## src/sv/slt_pkg.sv

```systemverilog
// Shared types and constants for the sequential list table.
// Holds the operation codes and the command and status structs between the
// controller and the datapath; depends on nothing else.
`default_nettype none

package slt_pkg;

  // Fixed field widths of the stream payload.
  localparam int unsigned OP_W   = 3;
  localparam int unsigned POS_W  = 8;
  localparam int unsigned VAL_W  = 32;
  localparam int unsigned SIZE_W = 8;

  // Packed payload widths, padded to whole bytes.
  localparam int unsigned IN_DATA_W  = 40;
  localparam int unsigned OUT_DATA_W = 56;

  // Operation codes carried on the input tuser.
  typedef enum logic [OP_W-1:0] {
    OP_GET    = 3'd0,
    OP_LOCATE = 3'd1,
    OP_INSERT = 3'd2,
    OP_DELETE = 3'd3,
    OP_CLEAR  = 3'd4
  } op_e;

  // Commands from the controller to the datapath.
  typedef struct packed {
    logic capture;    // latch the incoming transaction
    logic get_rd;     // read the entry addressed by the position
    logic scan_init;  // load the walk counters for locate, insert or delete
    logic step;       // advance the walk by one entry
    logic commit;     // final write and length update of insert or delete
    logic clear;      // empty the list
    logic finish;     // load the result register
    logic err;        // result status is an error
    logic sel_rd;     // result carries the read data
    logic sel_match;  // result carries the locate position
  } slt_cmd_t;

  // Status from the datapath to the controller.
  typedef struct packed {
    op_e  op;         // operation of the captured transaction
    logic get_ok;     // position is inside the list
    logic ins_ok;     // position and fill level allow an insert
    logic del_ok;     // position is inside the list
    logic scan_done;  // walk finished or locate found a match
    logic out_free;   // result register can take a new result
  } slt_stat_t;

endpackage

`default_nettype wire

```

## src/sv/slt_ctrl.sv

```systemverilog
// Controller of the sequential list table: decodes each transaction and
// sequences reads, walks and result loading in the datapath.
// Depends on slt_pkg for the operation codes and command and status structs.
`default_nettype none

module slt_ctrl (
  input  wire logic               clk_i,
  input  wire logic               rst_ni,
  input  wire logic               s_tvalid_i,
  output logic                    s_tready_o,
  input  wire slt_pkg::slt_stat_t stat_i,
  output slt_pkg::slt_cmd_t       cmd_o
);
  import slt_pkg::*;

  typedef enum logic [1:0] {
    ST_IDLE,
    ST_DECODE,
    ST_SCAN,
    ST_GET_WAIT
  } state_e;

  state_e state_q, state_d;

  // Next state and commands.
  always_comb begin
    state_d    = state_q;
    cmd_o      = '0;
    s_tready_o = 1'b0;
    unique case (state_q)
      ST_IDLE: begin
        s_tready_o = 1'b1;
        if (s_tvalid_i) begin
          cmd_o.capture = 1'b1;
          state_d       = ST_DECODE;
        end
      end
      ST_DECODE: begin
        unique case (stat_i.op)
          OP_GET: begin
            if (stat_i.get_ok) begin
              cmd_o.get_rd = 1'b1;
              state_d      = ST_GET_WAIT;
            end else if (stat_i.out_free) begin
              cmd_o.finish = 1'b1;
              cmd_o.err    = 1'b1;
              state_d      = ST_IDLE;
            end
          end
          OP_LOCATE: begin
            cmd_o.scan_init = 1'b1;
            state_d         = ST_SCAN;
          end
          OP_INSERT: begin
            if (stat_i.ins_ok) begin
              cmd_o.scan_init = 1'b1;
              state_d         = ST_SCAN;
            end else if (stat_i.out_free) begin
              cmd_o.finish = 1'b1;
              cmd_o.err    = 1'b1;
              state_d      = ST_IDLE;
            end
          end
          OP_DELETE: begin
            if (stat_i.del_ok) begin
              cmd_o.scan_init = 1'b1;
              state_d         = ST_SCAN;
            end else if (stat_i.out_free) begin
              cmd_o.finish = 1'b1;
              cmd_o.err    = 1'b1;
              state_d      = ST_IDLE;
            end
          end
          OP_CLEAR: begin
            if (stat_i.out_free) begin
              cmd_o.clear  = 1'b1;
              cmd_o.finish = 1'b1;
              state_d      = ST_IDLE;
            end
          end
          default: begin
            // Undefined operation codes only report an error.
            if (stat_i.out_free) begin
              cmd_o.finish = 1'b1;
              cmd_o.err    = 1'b1;
              state_d      = ST_IDLE;
            end
          end
        endcase
      end
      ST_SCAN: begin
        if (!stat_i.scan_done) begin
          cmd_o.step = 1'b1;
        end else if (stat_i.out_free) begin
          cmd_o.commit    = 1'b1;
          cmd_o.finish    = 1'b1;
          cmd_o.sel_match = 1'b1;
          state_d         = ST_IDLE;
        end
      end
      ST_GET_WAIT: begin
        if (stat_i.out_free) begin
          cmd_o.finish = 1'b1;
          cmd_o.sel_rd = 1'b1;
          state_d      = ST_IDLE;
        end
      end
      default: begin
        state_d = ST_IDLE;
      end
    endcase
  end

  // State register.
  always_ff @(posedge clk_i or negedge rst_ni) begin
    if (!rst_ni) begin
      state_q <= ST_IDLE;
    end else begin
      state_q <= state_d;
    end
  end

endmodule

`default_nettype wire

```

## config.mk

```make
export PLATFORM = sky130hd
export DESIGN_NAME = slt_ctrl
export DESIGN_NICKNAME = d
export VERILOG_FILES = /design/src/sv/slt_pkg.sv /design/src/sv/slt_ctrl.sv
export SDC_FILE = /design/constraint.sdc
export NUM_CORES = 1
export LEC_CHECK = 0
export BUFFER_PORTS_ARGS = -buffer_cell sky130_fd_sc_hd__buf_2
export CAP_MARGIN = 25
export CORE_AREA = 5 5 42 44
export DETAILED_ROUTE_END_ITERATION = 10
export DIE_AREA = 0 0 47 49
export SETUP_SLACK_MARGIN = 0.05
export SLEW_MARGIN = 30
export SYNTH_ARGS = -nofsm -noshare
export SYNTH_HDL_FRONTEND = slang
export SYNTH_SLANG_ARGS = --single-unit
```

## constraint.sdc

```tcl
create_clock -name clk_i -period 2 [get_ports clk_i]
set_input_delay 0 -clock clk_i [delete_from_list [all_inputs] [get_ports clk_i]]
set_output_delay 0 -clock clk_i [all_outputs]
set_load 0.02 [all_outputs]
```

# Word-level counts from Yosys, hierarchy flattened
# Cells that the tools add are included.
# totals
output_inout_bits,11
inputBits,11
regBits,2
wordCells,47
# classes
n_mux,33
eq_ne,9
reduce_logical,4
# ops
operator,count
$mux W2,12
$pmux W2 S4,2
$mux W1,15
$eq A3 B2 Y1 const B,2
$pmux W1 S3,2
$pmux W1 S5,1
$eq A2 B2 Y1 const B,2
$ne A2 B2 Y1 const B,2
$pmux W1 S4,1
$eq A3 B1 Y1 const B,1
$eq A3 B3 Y1 const B,1
$logic_not A3 Y1,1
$eq A2 B1 Y1 const B,1
$logic_not A2 Y1,1
$reduce_and A2 Y1,1
$reduce_or A2 Y1,1

# Depth between registers and ports, before layout
# Gate-level depths: netlist (run 1).
# logic_depth
depth_word,4
mapped_depth,3
ltp_nobuf,3

# Worst setup path after synthesis (run 1)
# Ideal clock, no wire load.
# synth_timing
kind,reg2out
start,register state_q[1]
end,output cmd_o[4] in the netlist's numbering
stages_incl_launch_ff,3
path_slack_ps,725
arrival_ps,1275
cell_sequence,dfrtp_1 > nand2b_1 > nor4_1
# synth_lines
element,line,source
from (decl),slt_ctrl.sv:23,"state_e state_q, state_d;"
from (signal assigned),slt_ctrl.sv:119,state_q <= state_d;
to (decl),slt_ctrl.sv:12,output slt_pkg::slt_cmd_t cmd_o

==> results of run 1 <==
[through the flow]
stage               utilization  worst slack, ps  hold slack (ps)  power [mW]  area, um^2
finish                    0.304              656             72.0       0.408         425
detailed placement        0.280              849             -211       0.320         393
global route              0.304              522             76.2       0.449         425
floorplan                     -              725             -296       0.245         275
CTS                       0.304              647             57.3       0.416         425
global placement          0.280              878             -213       0.317         393
[logic make-up (layout without fill, tap and decap cells)]
kind of cell           after synthesis  count (layout)  share of synthesized area
multiplexers                         1               1                     0.0409
AND/OR/NAND/NOR                     21              21                      0.477
flip-flops                           2               2                      0.182
AO/OA/AOI/OAI                        8               8                      0.245
buffers and inverters                3              27                     0.0546
[how the worst min path moves through the flow]
stage | from | to | slack [ps] | depth (start not counted)
detailed placement | rst_ni | state_q[1] | -210 | 1
global placement | rst_ni | state_q[1] | -210 | 1
CTS | stat_i[4] | state_q[0] | 60 | 2
floorplan | rst_ni | state_q[0] | -300 | 0
finish | stat_i[4] | state_q[0] | 70 | 2
global route | stat_i[4] | state_q[0] | 80 | 2
[Yosys cell counts, types with 2 or more instances]
cell,count,area share
nand2_1,4,0.055
nor2_1,4,0.055
dfrtp_1,2,0.18
inv_1,2,0.027
nand3b_1,2,0.055
o21ai_0,2,0.036
[where the power goes]
group          total, mW  internal (mW)  switching, mW
Combinational      0.227          0.101          0.126
Clock             0.0880         0.0661         0.0219
Sequential        0.0928         0.0577         0.0352
[worst max-delay path: stages, from the launching register on]
cell and delay (ps):
dfrtp_1 450, nor3b_2 300, and3_1 210, buf_2 160
[layer usage]
metal | routed length [um] | up-vias
met2 | 340 | 19
li1 | - | 178
met1 | 355 | 154
met5 | 0 | -
met4 | 0 | 0
met3 | 100 | 0
[final cells by class]
cell class	count	area, um^2
multi-input cells	30	210
clock buffers	3	22.5
well taps	16	20.0
inverters	2	7.51
flip-flops and latches	2	50.0
repair buffers	22	115
fillers	167	976
==> flow_summary.toml, run 1 <==
[finish]
drive_above_1_share = 0.508
antenna_cells = 0
fin_cells = 75
reg.largest.list = "state_q x2"
largest_register_ffs = 2
final_common_cell = "buf_2"
synthToLayoutAreaGrowth_pct = 54.5
largest-register = "state_q"
final_nets = 72
layout_common_cells = "21 x buf_2, 4 x nor2_1, 4 x nand2_1"

[global_route]
grt_pass1_vias = 323
grt_pass1_wl_mm = 1.24
grt_use_met3 = 0
grt.total_usage = 0.0754
grt_antenna_before_repair = 0
grt_max_degree = 10
grt_util_met1 = 0.101
busiest_layer = "met1"
met2_usage = 0.0973
overflow = 0

[drt]
finalWirelength_um = 797
drtAntennaViolNets = 0
wl_per_cell_um = 10.6
drt_iter0_markers = 9
vias = 351
dr.pass1.iters = 4
viasPerCell = 4.68
drc = 0

[sta]
fin_tns_setup_ps = 0
period_share = 0.672
hold_viol = 0
worstMarginPinSlew_ps = 245
period_needed_ps = 1340
skew_ps = 0.205
setup_viol = 0
rsz0062_at_grt = "false"
max_slew_margin = 0.836
fmax_mhz = 744
finalMaxSlewViolations = 0

[setup_path]
reg2regPathDepth = 3
crit_fanout = 9
setup.worst_path.class = "flop to primary output"
cp-startpoint = "state_q[1]"
r2r_slack_ps = 840
start_kind = "flop"
worstPathArrival_ps = 1340
crit_end = "cmd_o[7]"
rr_endpoint = "state_q[0]"
worst_r2r_startpoint = "state_q[1]"
endpoint_kind = "primary output"
worstPathRequired_ps = 2000

[die]
design.core.area_um2 = 1400
die_width_um = 47
num_rows = 14
dieArea_um2 = 2300
top_level_ports = 22
start_util = 0.196
fp.dieH_um = 49

[worst_hold_path]
hp-class = "input port to flop"

[synthesis]
synth_fp_nets = 46
synth_warnings = 0
ys_ff_latch = 2
yosys_most_used_dff = "dfrtp_1"
syn_area_um2 = 275
synth_cells = 35
synthArstFlopShare = 1.00
synth-edff-count = 0
avgSynthCellArea_um2 = 7.86
synth_cell_types = 25
ys_seq_area_frac = 0.182

[clock_network]
cts_tree = "built"
cts_resized = 0
cts_buffer_depth = 2
cts-hold-fix-buffers = 1
post_cts_buffers = 0
path_clk_slew_ps = 30
clk_latency_ps = 220
root_buffer = "clkbuf_4"
cts_made_buffers = 3
htreeDepth = 1
cts_sinks = 2

[status]
status = "finished clean"

[pwr]
ir_worst_vdd_mv = 0.237
powerDensity_nw_per_um2 = 959
leakage_nw = 0.247

[placement]
dpl.cell_count = 71
io_buffers = 21
globalplace.congestion = 0.781
hpwl_um = 644

[job]
maxCapViolCount = 0
Power figures use the tool's default switching activity.
==> run 2, diff against run 1 <==
- clock period: 2 -> 1.3 ns (I/O delays scaled with it)
==> run 2 against run 1 <==
Net effect:
- wire length increased by 8.5%
- via count increased by 2.3%
- count of clock-buffer cells in the layout unchanged
- combinational power increased by 92%
- sequential power increased by 55%
- register-to-register slack got worse by 670 ps
- flip-flop and latch count unchanged
- non-clock buffer count increased by 2
- clock skew about the same
- final cell count increased by 2.7%
- largest cell class unchanged
- utilization increased by 3.8 points
- total power increased by 75%
==> flow_summary.toml, run 2 (synthesis gave the netlist of run 1 again) <==
[status]
status = "finished clean"

[setup_path]
crit_end = "cmd_o[7]"
worstPathRequired_ps = 1300
endpoint_kind = "primary output"
setup.worst_path.class = "flop to primary output"
reg2regPathDepth = 3
cp-startpoint = "state_q[1]"
start_kind = "flop"
crit_fanout = 7
r2r_slack_ps = 170
worstPathArrival_ps = 1300
worst_r2r_startpoint = "state_q[1]"
rr_endpoint = "state_q[1]"

[die]
top_level_ports = 22
dieArea_um2 = 2300
design.core.area_um2 = 1400
fp.dieH_um = 49
num_rows = 14
die_width_um = 47
start_util = 0.196

[sta]
worstMarginPinSlew_ps = 249
fin_tns_setup_ps = 0
finalMaxSlewViolations = 0
period_share = 0.997
period_needed_ps = 1300
skew_ps = 0.118
setup_viol = 0
fmax_mhz = 771
hold_viol = 0
max_slew_margin = 0.833
rsz0062_at_grt = "true"

[clock_network]
root_buffer = "clkbuf_4"
clk_latency_ps = 220
htreeDepth = 1
path_clk_slew_ps = 30
cts_tree = "built"
cts_buffer_depth = 2
cts_sinks = 2
cts_made_buffers = 3

[global_route]
grt_pass1_vias = 339
grt_pass1_wl_mm = 1.37
grt.total_usage = 0.0823
grt_max_degree = 9
grt_antenna_before_repair = 0
overflow = 0

[drt]
dr.pass1.iters = 4
drtAntennaViolNets = 0
drc = 0
vias = 359
wl_per_cell_um = 11.2
finalWirelength_um = 865
viasPerCell = 4.66
drt_iter0_markers = 5

[pwr]
powerDensity_nw_per_um2 = 1490
leakage_nw = 0.255
pwr-share-clk = 0.186
intPower_mw = 0.411
combPwrFrac = 0.612
switchingPower_mw = 0.302
totalPowerFinal_mw = 0.713
switching_share = 0.423
p_seq_frac = 0.202
ir_worst_vdd_mv = 0.615

[finish]
fillers = 166
layout_common_cells = "17 x buf_2, 5 x buf_4, 4 x nor2_1, 4 x nand2_1, 3 x clkbuf_4"
reg.largest.list = "state_q x2"
drive_above_1_share = 0.607
synthToLayoutAreaGrowth_pct = 74.1
largest-register = "state_q"
largest_register_ffs = 2
antenna_cells = 0
final_nets = 74
final_common_cell = "buf_2"

[worst_hold_path]
hp-class = "input port to flop"

[placement]
hpwl_um = 697
globalplace.congestion = 0.732
io_buffers = 21

[job]
maxCapViolCount = 0
==> run 2: cell types whose count changed in the layout (fill, tap and decap cells not counted), moves of 2 or more <==
cell	before	now
dfrtp_1	2	0
dfrtp_2	0	2
buf_2	21	17
buf_4	0	5
==> run 2: per-layer routing <==
layer	global-route usage	wire length, um	vias up
met1	0.0810	329	166
met4	0.0553	0	0
met3	0.0406	62	0
met5	0	0	-
met2	0.129	473	11
li1	-	-	182
==> run 2: cell type report <==
class	count	area, um^2	share of cell area
inverters	2	7.51	0.0157
well taps	16	20.0	0.0418
clock buffers	3	22.5	0.0470
repair buffers	24	144	0.300
multi-input cells	30	233	0.486
flip-flops and latches	2	52.6	0.110
==> run 2: power by group through the flow <==
| stage | sequential (mW) | combinational, mW | clock [mW] |
|---|---|---|---|
| after floorplan | 0.129 | 0.252 | 0 |
| after global placement | 0.135 | 0.359 | 0 |
| after detailed placement | 0.137 | 0.360 | 0 |
| after CTS | 0.143 | 0.420 | 0.140 |
| after global routing | 0.150 | 0.472 | 0.148 |
| final | 0.144 | 0.436 | 0.133 |
==> run 2: how the worst min path moves through the flow <==
stage | from | endpoint | cells past startpoint
after floorplan | rst_ni | state_q[0] | 0
after global placement | rst_ni | state_q[0] | 1
after detailed placement | rst_ni | state_q[0] | 1
after CTS | stat_i[4] | state_q[0] | 2
after global routing | stat_i[4] | state_q[0] | 2
final | stat_i[4] | state_q[0] | 2
==> run 2: timing repair <==
item / 4_1_cts / 5_1_grt
pin swaps: 2 / 2
endpoints found under the setup margin: 4 / 5
buffers inserted: 2 / 0
gates resized for setup: 5 / 6
hold buffers: 1 / 0
endpoints found under the hold margin: 2 / 0
==> run 2: metrics by stage <==
| step | hold slack (ps) | util | setup WS (ps) | instances | instance area, um^2 |
|---|---|---|---|---|---|
| CTS | 72.8 | 0.327 | 45.9 | 77 | 458 |
| global placement | -213 | 0.285 | 160 | 71 | 399 |
| floorplan | -296 | - | 97.2 | 35 | 282 |
| finish | 86.5 | 0.342 | 3.44 | 77 | 479 |
| detailed placement | -212 | 0.285 | 147 | 71 | 399 |
| global route | 92.1 | 0.342 | -56.1 | 77 | 479 |
==> run 2: worst max-delay path, stage by stage, from the launching register on <==
cell and delay [ps]:
dfrtp_2 440, nor3b_4 290, and3_4 240, buf_6 110
==> run 3, diff against run 2 <==
- PLACE_DENSITY: not set -> 0.46
==> run 3 against run 2 <==
Net effect:
- global-route usage increased by 0.28 points
- total power increased by 4.1%
- design area increased by 3.4%
- hold slack got worse by 28 ps
- setup slack improved by 38 ps
- sequential power about the same
- sequential share of layout area decreased by 0.36 points
- count of clock-buffer cells in the layout unchanged
- final cell count increased by 2.6%
- clock power increased by 8%
- first-iteration DRC count increased by 120%
- largest cell class unchanged
- largest power group unchanged
==> flow_summary.toml, run 3 (synthesis gave the netlist of run 1 again) <==
[setup_path]
path_delay_family = "simple AND/OR/NAND/NOR gates"
crit_fanout = 7
worstPathRequired_ps = 1300
setup.worst_path.class = "flop to primary output"
cp.buffers_inverters = 1
endpoint_kind = "primary output"
cp_slowest_cell = "dfrtp_2"
worstPathCellList = "nor3b_4, and3_4, buf_6"
start_kind = "flop"
worstPathArrival_ps = 1260
critPathMaxStageDelay_ps = 440

[clock_network]
cts_buffer_depth = 2
htreeDepth = 1
cts_tree = "built"
cts_made_buffers = 3
cts_sinks = 2
root_buffer = "clkbuf_4"
path_clk_slew_ps = 30
clk_latency_ps = 230

[sta]
period_needed_ps = 1260
fin_tns_setup_ps = 0
hold_viol = 0
worstMarginPinSlew_ps = 205
period_share = 0.968
fin_ws_ps = 41.8
fmax_mhz = 795
rsz0062_at_grt = "true"
setup_viol = 0
skew_ps = 0.211
finalMaxSlewViolations = 0
hold_ws_ps = 58.6
max_slew_margin = 0.863

[drt]
finalWirelength_um = 927
drt_iter0_markers = 11
dr.pass1.iters = 4
drc = 0
vias = 374
wl_per_cell_um = 11.7
drtAntennaViolNets = 0
viasPerCell = 4.73

[pwr]
intPower_mw = 0.428
p_seq_frac = 0.191
leakage_nw = 0.265
combPwrFrac = 0.617
powerDensity_nw_per_um2 = 1500
ir_worst_vdd_mv = 0.482
switching_share = 0.423
switchingPower_mw = 0.314
totalPowerFinal_mw = 0.743
pwr-share-clk = 0.192

[die]
top_level_ports = 22
die_width_um = 47
fp.dieH_um = 49
num_rows = 14
start_util = 0.196
design.core.area_um2 = 1400
dieArea_um2 = 2300

[finish]
reg.largest.list = "state_q x2"
drive_above_1_share = 0.603
fin_cells = 79
stdcell_area_um2 = 495
largest-register = "state_q"
layout_common_cells = "16 x buf_2, 7 x buf_4, 4 x nor2_1, 4 x nand2_1, 3 x clkbuf_4"
fin_util = 0.354
synthToLayoutAreaGrowth_pct = 80.0
final_nets = 76
largest_register_ffs = 2
antenna_cells = 0
final_common_cell = "buf_2"

[global_route]
grt_max_degree = 9
overflow = 0
grt_pass1_vias = 367
grt_antenna_before_repair = 0
grt.total_usage = 0.0851
grt_pass1_wl_mm = 1.44

[placement]
globalplace.congestion = 0.662
hpwl_um = 670
io_buffers = 21
place_ws_ps = 153
dpl-instance-area_um2 = 399
dpl.cell_count = 71

[worst_hold_path]
hp-class = "input port to flop"

[status]
status = "finished clean"

[job]
maxCapViolCount = 0
run 3: worst paths after layout:
check                                 from    endpoint  slack [ps]  cells after the start
worst max-delay path            state_q[1]    cmd_o[7]          40                      3
worst min-delay path             stat_i[4]  state_q[0]          60                      2
worst max register to register  state_q[0]  state_q[0]         140                      4
worst min register to register  state_q[1]  state_q[1]         620                      2
max in group asynchronous           rst_ni  state_q[0]        1100                      2
min in group asynchronous           rst_ni  state_q[1]         100                      2
run 3: cell type report:
type | count | area, um^2
fillers | 170 | 906
multi-input cells | 30 | 228
repair buffers | 26 | 165
flip-flops and latches | 2 | 52.6
clock buffers | 3 | 22.5
well taps | 16 | 20.0
inverters | 2 | 7.51
run 3: metal layers:
layer / routed length, um / track usage / vias up
met5: 0 / 0 / -
met4: 27 / 0.0691 / 0
met3: 81 / 0.0111 / 2
met2: 442 / 0.124 / 20
met1: 375 / 0.105 / 167
li1: - / - / 185
run 3: repair_timing:
action	in CTS	in global routing
pin swaps	2	0
resized for setup	5	7
endpoints found under the hold margin	2	0
hold buffers	1	0
setup endpoints to repair	5	8
setup buffers	4	0
run 3: power by group through the flow:
stage                     Clock [mW]  Combinational, mW  Sequential [mW]
after global placement             0              0.362            0.138
after floorplan                    0              0.252            0.129
after global routing           0.153              0.505            0.150
after CTS                      0.147              0.443            0.141
after detailed placement           0              0.359            0.139
final                          0.143              0.458            0.142
run 3: worst reg2reg max path, delay by kind of cell (launching register included):
family	cells	cell delay, ps
flops	1	390
simple gates	2	200
buf+inv	1	130
compound gates	1	310
